===== config.mk =====
export PLATFORM = sky130hd
export DESIGN_NAME = uart_rx_trigger_gated_fifo_top
export DESIGN_NICKNAME = d
export VERILOG_FILES = /design/src/rtl/core/urtg_pkg.sv /design/src/rtl/core/urtg_ram.sv /design/src/rtl/core/urtg_front.sv /design/src/rtl/core/urtg_back.sv /design/src/rtl/core/uart_rx_trigger_gated_fifo_top.sv
export SDC_FILE = /design/constraint.sdc
export NUM_CORES = 1
export LEC_CHECK = 0
export BUFFER_PORTS_ARGS = -buffer_cell sky130_fd_sc_hd__buf_2
export CAP_MARGIN = 10
export CORE_MARGIN = 8
export CORE_UTILIZATION = 63
export CTS_CLUSTER_SIZE = 28
export DETAILED_ROUTE_END_ITERATION = 10
export PLACE_DENSITY = 0.8
export SETUP_SLACK_MARGIN = 0.15
export SLEW_MARGIN = 0
export SYNTH_ARGS = -nofsm -noshare
export SYNTH_HDL_FRONTEND = slang
export SYNTH_SLANG_ARGS = --single-unit

===== constraint.sdc =====
create_clock -name clk -period 6.7 [get_ports clk]
set_input_delay 0.335 -clock clk [delete_from_list [all_inputs] [get_ports clk]]
set_output_delay 0.335 -clock clk [all_outputs]
set_load 0.03 [all_outputs]

===== src/rtl/core/urtg_pkg.sv =====
// ----------------------------------------------------------------------------
// urtg_pkg: shared types and constants of the gated UART receiver
// Holds the item and configuration types that are passed between the front
// end, the back end and the top level, plus the register and kind codes.
// ----------------------------------------------------------------------------
package urtg_pkg;

	// Input kinds as they arrive on the slave tuser.
	localparam logic [1:0] KIND_TICK    = 2'd0;
	localparam logic [1:0] KIND_POP     = 2'd1;
	localparam logic [1:0] KIND_RESTART = 2'd2;

	// Configuration register indexes.
	localparam logic [2:0] REG_HALF_BIT_TICKS    = 3'd0;
	localparam logic [2:0] REG_BIT_TICKS         = 3'd1;
	localparam logic [2:0] REG_FILTER_ENABLE     = 3'd2;
	localparam logic [2:0] REG_START_GATE_ENABLE = 3'd3;
	localparam logic [2:0] REG_START_GATE_BYTE   = 3'd4;
	localparam logic [2:0] REG_STOP_GATE_ENABLE  = 3'd5;
	localparam logic [2:0] REG_STOP_GATE_BYTE    = 3'd6;

	// Reset values of the bit timing registers.
	localparam logic [15:0] HALF_BIT_TICKS_RESET = 16'd3744;
	localparam logic [15:0] BIT_TICKS_RESET      = 16'd7488;

	// Bit position of the stop sample within a frame.
	localparam logic [3:0] STOP_POSITION = 4'd9;
	localparam logic [3:0] LAST_DATA_POSITION = 4'd8;

	localparam logic [15:0] TICK_COUNT_MAX = 16'hFFFF;

	// One classified item handed from the front end to the back end.
	typedef struct packed {
		logic tick;
		logic pop;
		logic restart;
		logic rx;
	} item_t;

	// Configuration register set.
	typedef struct packed {
		logic [15:0] half_bit_ticks;
		logic [15:0] bit_ticks;
		logic        filter_enable;
		logic        start_gate_enable;
		logic [7:0]  start_gate_byte;
		logic        stop_gate_enable;
		logic [7:0]  stop_gate_byte;
	} cfg_t;

endpackage


===== src/rtl/core/urtg_ram.sv =====
// ----------------------------------------------------------------------------
// urtg_ram: generic single-port-write, single-port-read RAM
// One write and one registered read per cycle. The read data holds until
// the next read enable.
// ----------------------------------------------------------------------------
module urtg_ram #(
	parameter int WIDTH = 8,
	parameter int DEPTH = 64
) (
	input  logic                     clk,
	input  logic                     wr_en,
	input  logic [$clog2(DEPTH)-1:0] wr_addr,
	input  logic [WIDTH-1:0]         wr_data,
	input  logic                     rd_en,
	input  logic [$clog2(DEPTH)-1:0] rd_addr,
	output logic [WIDTH-1:0]         rd_data
);

	logic [WIDTH-1:0] mem_q [DEPTH];

	always_ff @(posedge clk) begin
		if (wr_en) begin
			mem_q[wr_addr] <= wr_data;
		end
	end

	always_ff @(posedge clk) begin
		if (rd_en) begin
			rd_data <= mem_q[rd_addr];
		end
	end

endmodule


===== src/rtl/core/urtg_front.sv =====
// ----------------------------------------------------------------------------
// urtg_front: input acceptance, classification and decoupling queue
// Decodes the kind of each accepted item and parks it in a two-entry queue
// so that the input side never waits on the output side combinationally.
// ----------------------------------------------------------------------------
module urtg_front
	import urtg_pkg::*;
(
	input  logic        clk,
	input  logic        arst_n,
	input  logic        in_valid,
	output logic        in_ready,
	input  logic [1:0]  in_kind,
	input  logic        in_rx,
	output logic        q_valid,
	input  logic        q_ready,
	output item_t       q_item
);

	item_t      entry_q [2];
	logic       wr_ptr_q;
	logic       rd_ptr_q;
	logic [1:0] count_q;
	item_t      decoded;
	logic       push;
	logic       pull;

	always_comb begin
		decoded.tick    = (in_kind == KIND_TICK);
		decoded.pop     = (in_kind == KIND_POP);
		decoded.restart = (in_kind == KIND_RESTART);
		decoded.rx      = in_rx;
	end

	assign in_ready = (count_q != 2'd2);
	assign q_valid  = (count_q != 2'd0);
	assign q_item   = entry_q[rd_ptr_q];
	assign push     = in_valid && in_ready;
	assign pull     = q_valid && q_ready;

	always_ff @(posedge clk) begin
		if (push) begin
			entry_q[wr_ptr_q] <= decoded;
		end
	end

	always_ff @(posedge clk or negedge arst_n) begin
		if (!arst_n) begin
			wr_ptr_q <= 1'b0;
			rd_ptr_q <= 1'b0;
			count_q  <= 2'd0;
		end else begin
			if (push) begin
				wr_ptr_q <= ~wr_ptr_q;
			end
			if (pull) begin
				rd_ptr_q <= ~rd_ptr_q;
			end
			unique case ({push, pull})
				2'b10:   count_q <= count_q + 2'd1;
				2'b01:   count_q <= count_q - 2'd1;
				default: count_q <= count_q;
			endcase
		end
	end

endmodule


===== src/rtl/core/urtg_back.sv =====
// ----------------------------------------------------------------------------
// urtg_back: receiver state, trigger gate, byte FIFO and result register
// Executes one classified item per cycle whenever the result register is
// free or being emptied, and keeps the result until it is taken.
// ----------------------------------------------------------------------------
module urtg_back
	import urtg_pkg::*;
#(
	parameter int FIFO_DEPTH = 64
) (
	input  logic        clk,
	input  logic        arst_n,
	input  cfg_t        cfg,
	input  logic        q_valid,
	output logic        q_ready,
	input  item_t       q_item,
	output logic        out_valid,
	input  logic        out_ready,
	output logic [7:0]  pop_data,
	output logic        pop_valid,
	output logic [6:0]  fill_count,
	output logic        gate_closed,
	output logic        framing_error,
	output logic        byte_received
);

	localparam int AW = $clog2(FIFO_DEPTH);
	localparam int CW = $clog2(FIFO_DEPTH + 1);
	localparam logic [AW-1:0] LAST_ADDR = AW'(FIFO_DEPTH - 1);
	localparam logic [CW-1:0] FULL_COUNT = CW'(FIFO_DEPTH);

	logic          rx_prev_q, rx_prev_n;
	logic          frame_q, frame_n;
	logic [3:0]    pos_q, pos_n;
	logic [15:0]   cnt_q, cnt_n;
	logic [15:0]   cnt_inc;
	logic [15:0]   target;
	logic [7:0]    shift_q, shift_n;
	logic [2:0]    bit_idx;
	logic          err_q, err_n;
	logic          start_q, start_n;
	logic          stop_q, stop_n;
	logic [AW-1:0] head_q, head_n;
	logic [AW-1:0] tail_q, tail_n;
	logic [CW-1:0] count_q, count_n;
	logic          put;
	logic          exec;
	logic          wr_en;
	logic          rd_en;
	logic          recv;
	logic          pvalid;
	logic [7:0]    rd_data;

	logic          out_valid_q;
	logic          pvalid_q;
	logic [6:0]    fill_q;
	logic          gate_q;
	logic          ferr_q;
	logic          recv_q;

	assign q_ready = !out_valid_q || out_ready;
	assign exec    = q_valid && q_ready;
	assign target  = (pos_q == 4'd0) ? cfg.half_bit_ticks : cfg.bit_ticks;
	assign cnt_inc = (cnt_q != TICK_COUNT_MAX) ? cnt_q + 16'd1 : cnt_q;
	assign bit_idx = 3'(pos_q - 4'd1);

	always_comb begin
		rx_prev_n = rx_prev_q;
		frame_n   = frame_q;
		pos_n     = pos_q;
		cnt_n     = cnt_q;
		shift_n   = shift_q;
		err_n     = err_q;
		start_n   = start_q;
		stop_n    = stop_q;
		head_n    = head_q;
		tail_n    = tail_q;
		count_n   = count_q;
		put       = 1'b0;
		wr_en     = 1'b0;
		rd_en     = 1'b0;
		recv      = 1'b0;
		pvalid    = 1'b0;
		if (exec) begin
			if (q_item.tick) begin
				if (!frame_q) begin
					if (rx_prev_q && !q_item.rx) begin
						frame_n = 1'b1;
						pos_n   = 4'd0;
						cnt_n   = 16'd0;
						shift_n = 8'd0;
						err_n   = 1'b0;
					end
				end else if (cnt_inc >= target) begin
					cnt_n = 16'd0;
					if (pos_q >= 4'd1 && pos_q <= LAST_DATA_POSITION) begin
						if (q_item.rx) begin
							shift_n[bit_idx] = 1'b1;
						end
						pos_n = pos_q + 4'd1;
					end else if (pos_q == STOP_POSITION) begin
						if (q_item.rx) begin
							recv = 1'b1;
							if (!cfg.filter_enable) begin
								put = 1'b1;
							end else begin
								if (cfg.start_gate_enable) begin
									if (!start_q && shift_q == cfg.start_gate_byte) begin
										start_n = 1'b1;
									end
								end else begin
									start_n = 1'b1;
								end
								put = start_n && !stop_q;
								if (cfg.stop_gate_enable) begin
									if (!stop_q && shift_q == cfg.stop_gate_byte) begin
										stop_n = 1'b1;
									end
								end else begin
									stop_n = 1'b0;
								end
							end
							if (put && count_q != FULL_COUNT) begin
								wr_en   = 1'b1;
								tail_n  = (tail_q == LAST_ADDR) ? '0 : tail_q + AW'(1);
								count_n = count_q + CW'(1);
							end
						end else begin
							err_n = 1'b1;
						end
						frame_n = 1'b0;
						pos_n   = 4'd0;
					end else begin
						pos_n = 4'd1;
					end
				end else begin
					cnt_n = cnt_inc;
				end
				rx_prev_n = q_item.rx;
			end else if (q_item.pop) begin
				if (count_q != '0) begin
					rd_en   = 1'b1;
					pvalid  = 1'b1;
					head_n  = (head_q == LAST_ADDR) ? '0 : head_q + AW'(1);
					count_n = count_q - CW'(1);
				end
			end else if (q_item.restart) begin
				head_n  = '0;
				tail_n  = '0;
				count_n = '0;
				frame_n = 1'b0;
				pos_n   = 4'd0;
				cnt_n   = 16'd0;
				shift_n = 8'd0;
				err_n   = 1'b0;
				start_n = 1'b0;
				stop_n  = 1'b0;
			end
		end
	end

	urtg_ram #(
		.WIDTH(8),
		.DEPTH(FIFO_DEPTH)
	) u_store (
		.clk    (clk),
		.wr_en  (wr_en),
		.wr_addr(tail_q),
		.wr_data(shift_q),
		.rd_en  (rd_en),
		.rd_addr(head_q),
		.rd_data(rd_data)
	);

	always_ff @(posedge clk or negedge arst_n) begin
		if (!arst_n) begin
			rx_prev_q   <= 1'b1;
			frame_q     <= 1'b0;
			pos_q       <= 4'd0;
			cnt_q       <= 16'd0;
			shift_q     <= 8'd0;
			err_q       <= 1'b0;
			start_q     <= 1'b0;
			stop_q      <= 1'b0;
			head_q      <= '0;
			tail_q      <= '0;
			count_q     <= '0;
			out_valid_q <= 1'b0;
		end else begin
			rx_prev_q <= rx_prev_n;
			frame_q   <= frame_n;
			pos_q     <= pos_n;
			cnt_q     <= cnt_n;
			shift_q   <= shift_n;
			err_q     <= err_n;
			start_q   <= start_n;
			stop_q    <= stop_n;
			head_q    <= head_n;
			tail_q    <= tail_n;
			count_q   <= count_n;
			if (exec) begin
				out_valid_q <= 1'b1;
			end else if (out_ready) begin
				out_valid_q <= 1'b0;
			end
		end
	end

	// Result payload; the popped byte itself sits in the RAM read register.
	always_ff @(posedge clk) begin
		if (exec) begin
			pvalid_q <= pvalid;
			fill_q   <= 7'(count_n);
			gate_q   <= stop_n;
			ferr_q   <= err_n;
			recv_q   <= recv;
		end
	end

	assign out_valid     = out_valid_q;
	assign pop_data      = pvalid_q ? rd_data : 8'd0;
	assign pop_valid     = pvalid_q;
	assign fill_count    = fill_q;
	assign gate_closed   = gate_q;
	assign framing_error = ferr_q;
	assign byte_received = recv_q;

endmodule


===== src/rtl/core/uart_rx_trigger_gated_fifo_top.sv =====
// ----------------------------------------------------------------------------
// uart_rx_trigger_gated_fifo_top: tick-driven 8N1 receiver with trigger gate
// Each input transfer is one line tick, a FIFO pop or a restart; each one
// yields exactly one status transfer on the master side.
// ----------------------------------------------------------------------------
// Each result passes through the front-end queue and the back-end result
// register before it is presented on the master side.
// Throughput: one transfer per cycle while results are taken; the back end
// updates receiver and FIFO state together; the RAM has a read and a write port.
// Reset: arst_n clears the receiver, trigger, FIFO pointers and configuration
// to their defaults at once; the FIFO storage itself is not cleared.
// ----------------------------------------------------------------------------
module uart_rx_trigger_gated_fifo_top
	import urtg_pkg::*;
#(
	parameter int FIFO_DEPTH = 64
) (
	input  logic        clk,
	input  logic        arst_n,
	// Slave side: one tick, pop or restart per transfer.
	input  logic        s_tvalid,
	output logic        s_tready,
	input  logic [7:0]  s_tdata,   // [0] rx_level, [7:1] zero
	input  logic [1:0]  s_tuser,   // [1:0] kind
	// Master side: one status result per transfer.
	output logic        m_tvalid,
	input  logic        m_tready,
	// [7:0] pop_data, [8] pop_valid, [15:9] fill_count, [16] gate_closed,
	// [17] framing_error, [18] byte_received, [23:19] zero
	output logic [23:0] m_tdata,
	// Configuration write channel.
	input  logic        cfg_valid,
	output logic        cfg_ready,
	input  logic [2:0]  cfg_index,
	input  logic [15:0] cfg_data
);

	cfg_t       cfg_q;
	logic       q_valid;
	logic       q_ready;
	item_t      q_item;
	logic [7:0] pop_data;
	logic       pop_valid;
	logic [6:0] fill_count;
	logic       gate_closed;
	logic       framing_error;
	logic       byte_received;

	// Configuration registers are written directly; the channel never stalls.
	// Writes to an index beyond the register list are accepted and ignored.
	assign cfg_ready = 1'b1;

	always_ff @(posedge clk or negedge arst_n) begin
		if (!arst_n) begin
			cfg_q.half_bit_ticks    <= HALF_BIT_TICKS_RESET;
			cfg_q.bit_ticks         <= BIT_TICKS_RESET;
			cfg_q.filter_enable     <= 1'b0;
			cfg_q.start_gate_enable <= 1'b0;
			cfg_q.start_gate_byte   <= 8'd0;
			cfg_q.stop_gate_enable  <= 1'b0;
			cfg_q.stop_gate_byte    <= 8'd0;
		end else if (cfg_valid && cfg_ready) begin
			unique case (cfg_index)
				REG_HALF_BIT_TICKS:    cfg_q.half_bit_ticks    <= cfg_data;
				REG_BIT_TICKS:         cfg_q.bit_ticks         <= cfg_data;
				REG_FILTER_ENABLE:     cfg_q.filter_enable     <= cfg_data[0];
				REG_START_GATE_ENABLE: cfg_q.start_gate_enable <= cfg_data[0];
				REG_START_GATE_BYTE:   cfg_q.start_gate_byte   <= cfg_data[7:0];
				REG_STOP_GATE_ENABLE:  cfg_q.stop_gate_enable  <= cfg_data[0];
				REG_STOP_GATE_BYTE:    cfg_q.stop_gate_byte    <= cfg_data[7:0];
				default:               cfg_q <= cfg_q;
			endcase
		end
	end

	// The front end decodes the kind and buffers up to two items, so the
	// slave side is not stalled by a waiting result until the queue is full.
	urtg_front u_front (
		.clk     (clk),
		.arst_n  (arst_n),
		.in_valid(s_tvalid),
		.in_ready(s_tready),
		.in_kind (s_tuser),
		.in_rx   (s_tdata[0]),
		.q_valid (q_valid),
		.q_ready (q_ready),
		.q_item  (q_item)
	);

	// The back end runs the bit timing, the trigger gate and the byte FIFO,
	// and holds each result in its output register until it is taken.
	urtg_back #(
		.FIFO_DEPTH(FIFO_DEPTH)
	) u_back (
		.clk          (clk),
		.arst_n       (arst_n),
		.cfg          (cfg_q),
		.q_valid      (q_valid),
		.q_ready      (q_ready),
		.q_item       (q_item),
		.out_valid    (m_tvalid),
		.out_ready    (m_tready),
		.pop_data     (pop_data),
		.pop_valid    (pop_valid),
		.fill_count   (fill_count),
		.gate_closed  (gate_closed),
		.framing_error(framing_error),
		.byte_received(byte_received)
	);

	assign m_tdata = {5'd0, byte_received, framing_error, gate_closed,
		fill_count, pop_valid, pop_data};

	// A result never reports both a pop and a completed frame.
	a_pop_xor_recv: assert property (@(posedge clk) disable iff (!arst_n)
		m_tvalid |-> !(pop_valid && byte_received))
		else $error("pop and frame completion reported in one result");

	// A frame completed with a high stop bit cannot leave the error flag set.
	a_recv_no_err: assert property (@(posedge clk) disable iff (!arst_n)
		m_tvalid && byte_received |-> !framing_error)
		else $error("framing error flagged on a good frame");

	// An item waiting for the back end stays queued until it is taken.
	a_queue_holds: assert property (@(posedge clk) disable iff (!arst_n)
		q_valid && !q_ready |=> q_valid)
		else $error("queued item lost while back end stalled");

	// A status word that is not taken stays valid and unchanged.
	a_result_holds: assert property (@(posedge clk) disable iff (!arst_n)
		m_tvalid && !m_tready |=> m_tvalid && $stable(m_tdata))
		else $error("status word changed while waiting on the master side");

endmodule


---- Word level (Yosys, flattened, before mapping) ----
Memory sizes are Yosys's and may differ from the RTL's. A register that Yosys moved wholly into a read port is not among the register bits.
Cells that the tools add are included.
storage, ports and cells
  bits in registers ....................... 119
  RAM bits ................................ 520
  bits of input ports ..................... 34
  output and inout bits ................... 27
  word-level logic and storage cells ...... 246
  memories ................................ 2
cells by class
  $add $sub $neg .......................... 9
  magnitude comparators ................... 5
  eq/ne operators ......................... 31
  muxes and demuxes ....................... 126
  bitwise logic cells ..................... 7
  reductions and logical operators ........ 39
memory list
  name                  depth  width  read ports  clocked after Yosys merged registers in  wr ports  line              RTL
  u_back.u_store.mem_q  64     8      1           1                                        1         urtg_ram.sv:19    logic [WIDTH-1:0] mem_q [DEPTH];
  u_front.entry_q       2      4      1           0                                        1         urtg_front.sv:20  item_t entry_q [2];
operators with widths
  operator                                                                 number
  16-bit 2-to-1 mux                                                        8
  6-bit 2-to-1 mux                                                         13
  7-bit 2-to-1 mux                                                         11
  1-bit 2-to-1 mux                                                         76
  8-bit 2-to-1 mux                                                         9
  4-bit 2-to-1 mux                                                         7
  9-bit AND reduction                                                      2
  16-bit by 1-bit adder with 16-bit output, second input constant          1
  8-bit == test                                                            2
  16-bit greater-or-equal comparator                                       1
  16-bit inequality test, second input constant                            1
  2-bit AND reduction                                                      8
  2-bit by 1-bit inequality test with 1-bit output, second input constant  7
  6-bit by 1-bit adder with 6-bit output, second input constant            2
  6-bit == test, second input constant                                     2
  2-bit nonzero test                                                       5
  3-bit == test, second input constant                                     3
  1-bit logical AND                                                        9
  8-bit OR                                                                 1
  4-bit AND reduction                                                      2
  7-bit by 1-bit adder with 7-bit output, second input constant            1
  7-bit inequality test, second input constant                             1
  7-bit AND reduction                                                      1
  7-bit nonzero test                                                       1
  other kinds (29)                                                         43

---- Depth between registers and ports, before layout ----
  depth after elaboration ................. 32
  gate-level depth with buffers ........... 15
  gate-level depth less buffers ........... 12

---- Modules after synthesis ----
Synthesis repeated with hierarchy kept, for this count alone.
second synthesis, totals
  cells, all modules ...................... 1626
  area total of the unflattened synthesis .. 27209.8 um^2
by module, submodules not included
  module                          times used  cells each  area an instance (um^2)  sequential area each (um^2)
  urtg_ram                        1           972         20270.7                  15615.0
  urtg_back                       1           497         4381.7                   1657.8
  uart_rx_trigger_gated_fifo_top  1           125         2060.7                   1288.7
  urtg_front                      1           32          496.7                    340.3

---- Least setup slack after synthesis ----
No wires, ideal clock.
  path type ............................... reg-to-reg
  from .................................... reg u_back.pos_q[0]
  to ...................................... mem u_back.u_store.mem_q[28][0] (enable)
  setup time .............................. 0.371 ns
  arrival ................................. 3.908 ns
  required time ........................... 6.329 ns
  path slack .............................. 2.421 ns
  stages on the path, launching flop included .. 16
  path buffers ............................ 3
  period minus slack after synthesis ...... 4.279 ns
  path through ............................ dfrtp_1 -> inv_1 -> ha_1 -> nor2b_1 -> and2_1 -> clkbuf_1 -> buf_2 -> mux2i_1 -> ha_1 -> nand4_1 -> nor4_1 -> a32oi_1 -> nand2_1 -> buf_1 -> nand4b_1 -> nor2_1
on the way
  longest elaborated chain between the ends .. 9
ends and longest elaborated chain
  item                                                                           line                              RTL
  from (decl)                                                                    urtg_back.sv:34                   logic [3:0] pos_q, pos_n;
  from (signal assigned)                                                         urtg_back.sv:192                  pos_q <= pos_n;
  4-bit logical NOT (tied with other cells)                                      urtg_back.sv:63                   assign target = (pos_q == 4'd0) ? cfg.half_bit_ticks : cfg.bit_ticks;
  16-bit 2-to-1 mux (tied with other cells)                                      urtg_back.sv:63
  16-bit greater-or-equal comparator / 1-bit 2-to-1 mux (equally long branches)  urtg_back.sv:94, urtg_back.sv:96
  1-bit 2-to-1 mux *                                                             urtg_back.sv:94                   end else if (cnt_inc >= target) begin
  1-bit 2-to-1 mux *                                                             urtg_back.sv:86                   if (!frame_q) begin
  1-bit 2-to-1 mux *                                                             urtg_back.sv:85                   if (q_item.tick) begin
  1-bit 2-to-1 mux *                                                             urtg_back.sv:84                   if (exec) begin
  1-bit 2-to-1 mux *                                                             urtg_ram.sv:22                    if (wr_en) begin
  1-bit 2-to-1 mux (implied by the code) *                                       urtg_ram.sv:23                    mem_q[wr_addr] <= wr_data;
  to (decl)                                                                      urtg_ram.sv:19
Every way passes the cells marked *; elsewhere a longest branch is shown, timed or not.

---- Worst setup path in the final report ----
  from .................................... reg u_back.pos_q[0]
  to ...................................... mem u_back.u_store.mem_q[2][0] (enable)
Same word-level chain as after synthesis.

==> metrics.cfg <==
[finish]
area_growth_pct=11.55
antenna_cells=0
nets=1658
seqCellArea_sq_um=18920
multi_input_area_sq_um=7885
fin_util=0.7091
fill_cells=2550
layout-drive-gt1-share=0.2790

[worst_setup_path]
crit_path_start=u_back.pos_q[0]
cp-end-kind=register
rr_startpoint=u_back.pos_q[0]
required_ns=7.04
critical_path_class=register to register
crit_fanout=25
cp.arrival_ns=6.32
start_kind=register

[synth]
netlist_area_sq_um=27260
ys_ff_latch=647
yosysSeqAreaShare=0.6934
ys_top_cells_by_count=539 x edfxtp_1, 160 x mux4_2, 97 x dfrtp_1
ys_top_cells_by_area=edfxtp_1 59%, mux4_2 13%, dfrtp_1 8.9%, mux2_2 2.5%, ha_1 1.2%
yosysMostFrequentCell=edfxtp_1
yosysUniqueCellTypes=73
synth_flop_cell=edfxtp_1
async_flop_share=0.1669
synth_edf_count=539
synth_top_area_share=0.5937
synth_top_area_cell=edfxtp_1
syn-instance-count=1506
synth_area_per_cell_sq_um=18.10
yosysWarnings=0

[cts]
cts_root_buffer=clkbuf_16
clk_path_buf_depth=3
cts_made_buffers=60
h-tree-depth=2
worstSkewPairLatency_ns=0.64
cts_resized=0
cts_tree=yes
clk_pin_slew_ns=0.06
cts_sinks=647

[floorplan]
die_area_sq_um=50190
start_util=0.6357
die_y_microns=224.0
ios=61
die_w_microns=224.0
core_sq_um=42890
rows=76

[sta]
whs_ns=0.03419
slew_headroom=0.07271
tightest_slew_ns=1.378
period_share=0.8925
hold_violations=0
fin_skew_ns=0.02887
final.setup.tns_ns=0
rsz0062_at_grt=no
min_period_ns=5.980
clock.fmax_mhz=167.2
setup_viol=0
slew_viol_final=0

[global_route]
grt_pass1_vias=15120
grt_pass1_wl_microns=93090
grt_max_degree=72
antenna_found_initial=2
grt_usage=0.2467
grt.overflow.total=0

[worst_hold_path]
hold_path.class=input pin to register
holdCritStartpoint=m_tready

[power]
power.density_nw_per_um2=383.7
ir_worst_vdd_uv=233.1
total_power_mw=11.67
leakagePower_nw=10.29

[placed_design]
place_congestion=0.8915
dp_hpwl_microns=36640
io_buffers=47

[outcome]
outcome=finished, final reports clean

[routing]
wl_per_cell_microns=27.24
ant_nets=0
drt_pass1_iterations=7
drcViolationCount=0
drt_iter0_markers=1539
vias=14710
vias_per_cell=6.585
wirelength_microns=60850

[run]
cap_violations=0

## final cells by class
class	instances	area share
Sequential cell	647	0.6222
Multi-Input combinational cell	761	0.2593
Clock buffer	77	0.05378
Timing Repair Buffer	113	0.02563
Tap cell	585	0.02407
Clock inverter	36	0.01317
Inverter	15	0.001852
## what timing repair did
item / CTS / global route
hold buffers: 17 / 0
buffers inserted: 0 / 0
hold endpoints to repair: 67 / 0
## registers in the layout, summed over array words and instances, names as in the netlist, 2 cells and up
| signal | cells |
|---|---|
| u_back.fill_count | 7 |
| u_back.count_q | 7 |
| u_back.tail_q | 6 |
| u_back.shift_q | 8 |
| u_back.pos_q | 4 |
| u_front.entry_q | 8 |
| u_front.count_q | 2 |
| u_back.u_store.mem_q | 512 |
| u_back.head_q | 6 |
| u_back.u_store.rd_data | 8 |
| u_back.cnt_q | 16 |
| cfg_q | 51 |
## worst max-delay path, cell delays in order (launching register included)
cell and delay (ns):
dfrtp_1 0.49, inv_1 0.21, ha_1 0.25, nor2b_1 0.23, and2_1 0.55, buf_4 0.31, mux2_2 0.36, ha_1 0.27
nand2b_1 0.10, a2111o_1 0.13, a32oi_1 0.23, nand2_1 0.53, nand2_4 0.47, nor4_1 1.25, buf_4 0.30
## stage by stage
stage / area [sq um] / setup slack (ns) / instances
finish: 30410 / 0.7205 / 2234
global route: 30410 / 0.6766 / 2234
CTS: 30400 / 0.8874 / 2233
detailed placement: 28190 / 0.9906 / 2103
global placement: 28190 / 1.159 / 2103
floorplan: 27280 / 2.421 / 1510
## layer usage
metal  track usage  wire length, microns  vias up
li1              -                     -     6259
met1        0.3252                 23320     7540
met2        0.4000                 29910      740
met3       0.05245                  4978      168
met4        0.1034                  2621        4
met5             0                    20        -
## logic make-up (layout without fill, tap and decap cells)
family                     count (synthesis)  after routing  share of synthesized area
xor gates and xnor gates                  35             35                    0.01124
buffers and inverters                    102            241                    0.01850
DFF                                      647            647                     0.6934
adders and majority gates                 26             26                    0.01193
AOI/OAI and AO/OA                        142            142                    0.03722
other                                      2              6                  0.0002755
muxes                                    243            243                     0.1659
and+or+nand+nor                          309            309                    0.06159
## power breakdown
part	internal, mW	total [mW]	switching [mW]
Combinational	1.17	2.93	1.75
Sequential	4.94	5.24	0.299
Clock	2.03	3.50	1.47
Total	8.15	11.7	3.52
## placed cells by master, fill, tap and decap left out, types with 6 or more instances in the layout
master / synthesis / final
nand2_1: 62 / 62
a31oi_1: 7 / 7
nand3_1: 30 / 30
nor4_2: 12 / 12
buf_2: 13 / 46
buf_4: 14 / 49
conb_1: 2 / 6
inv_1: 14 / 14
dlygate4sd3_1: 0 / 17
bufinv_16: 0 / 8
xor2_1: 11 / 11
o211ai_1: 7 / 7
nor2b_1: 9 / 9
clkinv_2: 0 / 9
and3_1: 16 / 16
dfstp_2: 11 / 11
edfxtp_1: 539 / 539
clkbuf_8: 0 / 7
dfrtp_1: 97 / 86
nor2_1: 73 / 73
dfrtp_2: 0 / 9
clkbuf_1: 37 / 10
nor3_1: 22 / 20
nor4_1: 11 / 11
ha_1: 26 / 26
mux2_2: 60 / 60
and2_1: 19 / 19
a22o_1: 11 / 11
clkinv_1: 1 / 15
clkbuf_16: 0 / 60
mux4_2: 160 / 160
a22oi_1: 18 / 18
nand2b_1: 9 / 9
mux2i_1: 22 / 22
xnor2_1: 24 / 24
nand4_1: 16 / 16
o21ai_0: 29 / 29
a21oi_1: 23 / 23
o31ai_1: 7 / 7
## final timing paths
kind                                               to  slack, ns  cells after the start
max                        u_back.u_store.mem_q[2][0]       0.72                     14
min                                  u_back.out_valid       0.03                      3
max reg2reg                u_back.u_store.mem_q[2][0]       0.72                     14
min reg2reg                          u_front.wr_ptr_q       0.50                      1
max in group asynchronous            u_back.head_q[0]       5.08                      3
min in group asynchronous            u_front.wr_ptr_q       0.21                      2
Note: power is estimated with default switching activity, not from simulation.
